$ cat src/design/rsi_pkg.sv
// ----------------------------------------------------------------------------
// rsi_pkg
// Shared widths, codes and word types of the ray/sphere intersection block.
// ----------------------------------------------------------------------------
package rsi_pkg;

    // Field widths (Q16.16 coordinates)
    localparam int unsigned COORD_W = 32;
    localparam int unsigned RAD_W   = 31;
    localparam int unsigned ADDR_W  = 4;
    localparam int unsigned DATA_W  = 32;

    // Quadratic coefficient widths
    localparam int unsigned DIFF_W  = COORD_W + 1;   // origin - center
    localparam int unsigned A_W     = 64;            // |d|^2, unsigned
    localparam int unsigned H_W     = 66;            // d.w, signed
    localparam int unsigned HMAG_W  = H_W - 1;
    localparam int unsigned C_W     = 68;            // |w|^2 - r^2, signed
    localparam int unsigned CMAG_W  = C_W - 1;
    localparam int unsigned SQ_W    = 132;           // h^2 and a*|c|
    localparam int unsigned DISC_W  = 136;           // discriminant, signed

    // Square root
    localparam int unsigned SQRT_STEPS = DISC_W / 2;
    localparam int unsigned ROOT_W     = SQRT_STEPS;
    localparam int unsigned REM_W      = ROOT_W + 2;

    // Root division
    localparam int unsigned FRAC_W = 16;
    localparam int unsigned NUM_W  = 70;             // -h +/- s, signed
    localparam int unsigned NMAG_W = NUM_W - 1;
    localparam int unsigned QUO_W  = 33;
    localparam int unsigned SHIFT  = QUO_W - FRAC_W;

    localparam logic signed [COORD_W-1:0] T_MAX = 32'sh7FFF_FFFF;
    localparam logic signed [COORD_W-1:0] T_MIN = 32'sh8000_0000;
    localparam logic [RAD_W-1:0]          RAD_RESET = 31'd65536;

    typedef enum logic [1:0] {
        KIND_NONE  = 2'd0,
        KIND_ENTER = 2'd1,
        KIND_EXIT  = 2'd2
    } hit_kind_t;

    typedef enum logic [1:0] {
        REG_CENTER_X = 2'd0,
        REG_CENTER_Y = 2'd1,
        REG_CENTER_Z = 2'd2,
        REG_RADIUS   = 2'd3
    } reg_idx_t;

    // Sphere configuration
    typedef struct packed {
        logic signed [COORD_W-1:0] center_x;
        logic signed [COORD_W-1:0] center_y;
        logic signed [COORD_W-1:0] center_z;
        logic [RAD_W-1:0]          radius;
    } rsi_cfg_t;

    // Classified ray, front to back
    typedef struct packed {
        logic signed [DISC_W-1:0]  disc;
        logic signed [H_W-1:0]     h;
        logic [A_W-1:0]            a;
        logic signed [COORD_W-1:0] t_low;
        logic signed [COORD_W-1:0] t_high;
        logic                      miss;
    } rsi_job_t;

endpackage

$ cat src/design/rsi_queue.sv
// ----------------------------------------------------------------------------
// rsi_queue
// Small FIFO that decouples the front pipe from the back pipe.
// ----------------------------------------------------------------------------
module rsi_queue
    import rsi_pkg::*;
#(
    parameter int unsigned DEPTH = 4
)
(
    input  logic     clk,
    input  logic     rst_n,
    input  logic     in_valid,
    output logic     in_ready,
    input  rsi_job_t in_job,
    output logic     out_valid,
    input  logic     out_ready,
    output rsi_job_t out_job
);

    localparam int unsigned IDX_W = $clog2(DEPTH);
    localparam int unsigned CNT_W = $clog2(DEPTH + 1);

    rsi_job_t         mem_reg [DEPTH];
    logic [IDX_W-1:0] wr_ptr_reg;
    logic [IDX_W-1:0] rd_ptr_reg;
    logic [CNT_W-1:0] cnt_reg;
    logic             push;
    logic             pop;

    assign in_ready  = (cnt_reg != CNT_W'(DEPTH));
    assign out_valid = (cnt_reg != '0);
    assign out_job   = mem_reg[rd_ptr_reg];
    assign push      = in_valid && in_ready;
    assign pop       = out_valid && out_ready;

    // Pointers and fill level
    always_ff @(posedge clk or negedge rst_n)
    begin
        if (!rst_n)
        begin
            wr_ptr_reg <= '0;
            rd_ptr_reg <= '0;
            cnt_reg    <= '0;
        end
        else
        begin
            if (push)
            begin
                wr_ptr_reg <= (wr_ptr_reg == IDX_W'(DEPTH - 1)) ? '0 : wr_ptr_reg + 1'b1;
            end
            if (pop)
            begin
                rd_ptr_reg <= (rd_ptr_reg == IDX_W'(DEPTH - 1)) ? '0 : rd_ptr_reg + 1'b1;
            end
            if (push && !pop)
            begin
                cnt_reg <= cnt_reg + 1'b1;
            end
            else if (pop && !push)
            begin
                cnt_reg <= cnt_reg - 1'b1;
            end
        end
    end

    // Storage
    always_ff @(posedge clk)
    begin
        if (push)
        begin
            mem_reg[wr_ptr_reg] <= in_job;
        end
    end

endmodule

$ cat config.mk
export PLATFORM = sky130hd
export DESIGN_NAME = rsi_queue
export DESIGN_NICKNAME = d
export VERILOG_FILES = /design/src/design/rsi_pkg.sv /design/src/design/rsi_queue.sv
export SDC_FILE = /design/constraint.sdc
export NUM_CORES = 1
export LEC_CHECK = 0
export BUFFER_PORTS_ARGS = -buffer_cell sky130_fd_sc_hd__buf_4
export CAP_MARGIN = 10
export CELL_PAD_IN_SITES_DETAIL_PLACEMENT = 1
export CELL_PAD_IN_SITES_GLOBAL_PLACEMENT = 1
export CORE_ASPECT_RATIO = 0.5
export CORE_MARGIN = 2
export CORE_UTILIZATION = 40
export CTS_BUF_LIST = sky130_fd_sc_hd__clkbuf_16
export CTS_CLUSTER_DIAMETER = 200
export DETAILED_ROUTE_END_ITERATION = 7
export PLACE_DENSITY = 0.74
export REMOVE_ABC_BUFFERS = 1
export SYNTH_ARGS = -nofsm -noshare
export SYNTH_HDL_FRONTEND = slang
export SYNTH_SLANG_ARGS = --single-unit
$ cat constraint.sdc
create_clock -name clk -period 4.6 [get_ports clk]
set_input_delay 0.92 -clock clk [delete_from_list [all_inputs] [get_ports clk]]
set_output_delay 0.92 -clock clk [all_outputs]
set_load 0.02 [all_outputs]
# Yosys cells after proc, flatten, opt, wreduce, memory -nomap -nowiden
# Memories as Yosys holds them, arrays and structs flattened.
# Index checks and enable logic that the tools add are counted.
# word_totals
output_inout_bits,333
wordCells,25
n_memories,1
inputBits,335
ram_bits,1324
reg_bits,7
# memory_table
memory,depth,width,rd,rd_ports_with_merged_regs,write_ports,line_no,rtl
mem_reg,4,331,1,0,1,rsi_queue.sv:24,rsi_job_t mem_reg [DEPTH];
# classes
n_reduce_logical,8
n_eq_ne,3
mux,6
add_sub_neg,4
# op_table
op,n
3-bit 2-to-1 mux,2
"2-bit by 1-bit adder with 2-bit output, second input constant",2
"2-bit equality test, second input constant",2
1-bit logical AND,4
2-bit 2-to-1 mux,2
"3-bit by 1-bit adder with 3-bit output, second input constant",1
"3-bit inequality test, second input constant",1
3-bit nonzero test,1
"3-bit by 1-bit subtractor with 3-bit output, second input constant",1
1-bit logical NOT,2
1-bit 2-to-1 mux,2
2-bit nonzero test,1

# Depth between registers and ports, before layout
# depth
ltp_word,6
ltp_mapped,8
mapped_depth_nobuf,8

# Least setup slack after synthesis
# Ideal clock, no wire load.
# synth_path
kind,input to register
from,in in_valid
to,"mem mem_reg[3][0] (netlist bit), enable pin"
stages,1
setup_ps,550
required_time_ps,4050
arrival_ps,4822
n_path_buf,0
path_slack_ps,-772
cell_sequence,and3_2
# synth_between
elab_chain_len,3
# synth_rtl
item,line_no,rtl
"start, declared",rsi_queue.sv:13,"input logic in_valid,"
1-bit logical AND,rsi_queue.sv:34,assign push = in_valid && in_ready;
1-bit 2-to-1 mux,rsi_queue.sv:70,if (push)
1-bit 2-to-1 mux (not written as such),rsi_queue.sv:72,mem_reg[wr_ptr_reg] <= in_job;
"end, declared",rsi_queue.sv:24,
# No other way between the ends.

==> impl_metrics.ini <==
[outcome]
outcome = finished clean

[floorplan]
initial_utilization = 0.406
die_h_um = 249
floorplan.io_pins = 668
coreArea_um2 = 119000
placement_rows = 89
die_w_um = 495
die_footprint_um2 = 123000

[worst_setup_path]
required_ps = 3680
timing.critical_path.to_type = primary output
r2r_cells = 3
crit-reg2reg-launch = cnt_reg[1]
timing.rr.end = mem_reg[3][114]
crit_fanout = 69
worst-endpoint-arrival_ps = 2910
startpoint_to_endpoint_class_of_the_critical_path = reg -> out
rrSetupSlack_ps = 2140
setup.worst_path.start_class = register

[logic_synthesis]
ys_warns = 0
synth.ff_latch_count = 1331
synth_area_per_cell_um2 = 27.3
yosysSeqAreaShare = 0.829
synth_cell_type_count = 18
post_syn_area_um2 = 48200
post_synth_inst_count = 1765

[drt]
routedWlPerCell_um = 29.1
wirelength_mm = 124
post-route-drc-count = 0
via_per_inst = 5.26
dr.first_iter.drc_count = 1567
total_vias_in_the_final_route = 22297
ant_nets = 0
drtPass1Iterations = 5

[min_path]
holdCritStartpoint = in_job[141]
hold_end = mem_reg[2][141]
hold_path.class = in -> reg
hold_path_depth = 1

[finish]
largest_register_ffs = 1324
nNetsFinal = 2868
final_common_cell = sky130_fd_sc_hd__edfxtp_1
layout-drive-gt1-share = 0.464
num-fill-cells = 10568
post-route-cell-area_um2 = 59100
area.growth.synth_to_final_pct = 22.6
mostFrequentLayoutCells = sky130_fd_sc_hd__edfxtp_1, sky130_fd_sc_hd__buf_4, sky130_fd_sc_hd__mux4_2, sky130_fd_sc_hd__clkbuf_16

[cts]
clkLatencyLatePin_ps = 740
numCtsBuffers = 113
cts_htree_levels = 3
clock-root-buffer = sky130_fd_sc_hd__clkbuf_16
postCtsSetupBuffers = 0
cts-hold-fix-buffers = 1
cts_tree = built
clk_transition_reported_paths_ps = 70
postCtsResizedCells = 0
tritoncts_num_sinks = 1331
cts.path.max_buffers = 3

[global_routing]
grt_pass1_vias = 24492
antenna_found_initial = 33
maximum_number_of_pins_on_one_net_before_global_route_repair = 75
grt_use_total = 0.200
grt_pass1_wl_mm = 178
overflow = 0

[sta]
timing.max_slew.rel_slack = 0.420
hold_viol_final = 0
post-route-period-util = 0.833
finalSetupViolations = 0
fin_crit_ps = 3830
tightest_slew_ps = 871
rsz0062_at_grt = false
finalClockSkew_ps = 23.6
maxClockFrequency_mhz = 261
final.setup.tns_ps = 0
report.final.slew_viol_count = 0

[placement]
post_dp_cell_area_um2 = 55400
finalWeightedCongestion = 0.786
io_buffer_count = 667
place_hpwl_mm = 81.6

[power]
design_power_total_mw = 40.7
static-leakage-power_nw = 19.9
vdd_drop_max_mv = 0.351
p_per_area_nw_per_um2 = 689

[job]
maxCapViolations = 0
-- where the power goes --
part,total [mW],switching [mW],internal (mW)
clock network,9.47,4.39,5.09
logic,14.5,8.48,6.05
registers,16.7,0.709,16.0
total,40.7,13.6,27.1
-- synthesized netlist by cell type --
library cell,n,share of area
sky130_fd_sc_hd__and2_4,1,0.00018
sky130_fd_sc_hd__nor2_1,3,0.00023
sky130_fd_sc_hd__or3b_1,1,0.00018
sky130_fd_sc_hd__xnor2_1,1,0.00018
sky130_fd_sc_hd__fa_1,1,0.00042
sky130_fd_sc_hd__mux4_2,331,0.15
sky130_fd_sc_hd__edfxtp_1,1324,0.82
sky130_fd_sc_hd__dfrtp_1,7,0.0036
sky130_fd_sc_hd__nand2_1,1,0.000078
sky130_fd_sc_hd__mux2_2,5,0.0012
sky130_fd_sc_hd__xor2_1,2,0.00036
sky130_fd_sc_hd__and3_2,4,0.00062
sky130_fd_sc_hd__or3_2,1,0.00016
sky130_fd_sc_hd__ha_1,6,0.0016
sky130_fd_sc_hd__inv_1,3,0.00023
sky130_fd_sc_hd__clkbuf_1,8,0.00062
sky130_fd_sc_hd__buf_6,30,0.0070
sky130_fd_sc_hd__buf_2,36,0.0037
-- critical path: stages, from the launching register on --
cell and delay (ps):
sky130_fd_sc_hd__dfrtp_4 750, sky130_fd_sc_hd__buf_12 480, sky130_fd_sc_hd__mux4_2 610, sky130_fd_sc_hd__buf_4 180
-- metal layers --
metal  global-route usage  share of wire  vias up  wire length, µm
met5                    0        0.00029        -               36
met4                0.109          0.053        6             6550
met3               0.0336          0.037      262             4580
met2                0.372           0.57      703            70400
met1                0.215           0.34    12056            42000
li1                     -              -     9270                -
-- logic make-up (layout without fill, tap and decap cells) --
| logic type | count (synthesis) | after routing | synth area share |
|---|---|---|---|
| flops | 1331 | 1331 | 0.829 |
| mux | 336 | 336 | 0.156 |
| buf+inv | 77 | 930 | 0.0116 |
| simple gates | 11 | 11 | 0.00145 |
| fa+ha+maj | 7 | 7 | 0.00197 |
| xor+xnor | 3 | 3 | 0.000545 |
| other cells | 0 | 30 | 0 |
-- worst max-delay path by stage --
stage | from | endpoint | cells past startpoint
floorplan | rd_ptr_reg[0] | out_job[0] | 1
global placement | rd_ptr_reg[0] | out_job[206] | 3
detailed placement | rd_ptr_reg[0] | out_job[296] | 3
CTS | rd_ptr_reg[0] | out_job[296] | 3
global route | rd_ptr_reg[0] | out_job[206] | 3
finish | rd_ptr_reg[0] | out_job[326] | 3
-- metrics by stage --
step / std cells / util / setup slack [ps] / hold slack, ps
finish: 4240 / 0.498 / 770 / 379
global route: 4240 / 0.498 / 598 / 338
CTS: 4210 / 0.497 / 643 / 327
detailed placement: 4002 / 0.467 / 1460 / 474
global placement: 4002 / 0.467 / 1450 / 464
floorplan: 1691 / - / -9990 / 446
-- area by class of cell --
class	count	area, µm²	area share
repair buffers	720	5730	0.0970
multi-input cells	357	7720	0.131
diodes	30	75.1	0.00127
inverters	3	11.3	0.000191
flip-flops and latches	1331	39900	0.676
clock inverters	93	773	0.0131
clock buffers	114	2850	0.0483
well taps	1592	1990	0.0337
(Power assumes the default switching activity.)
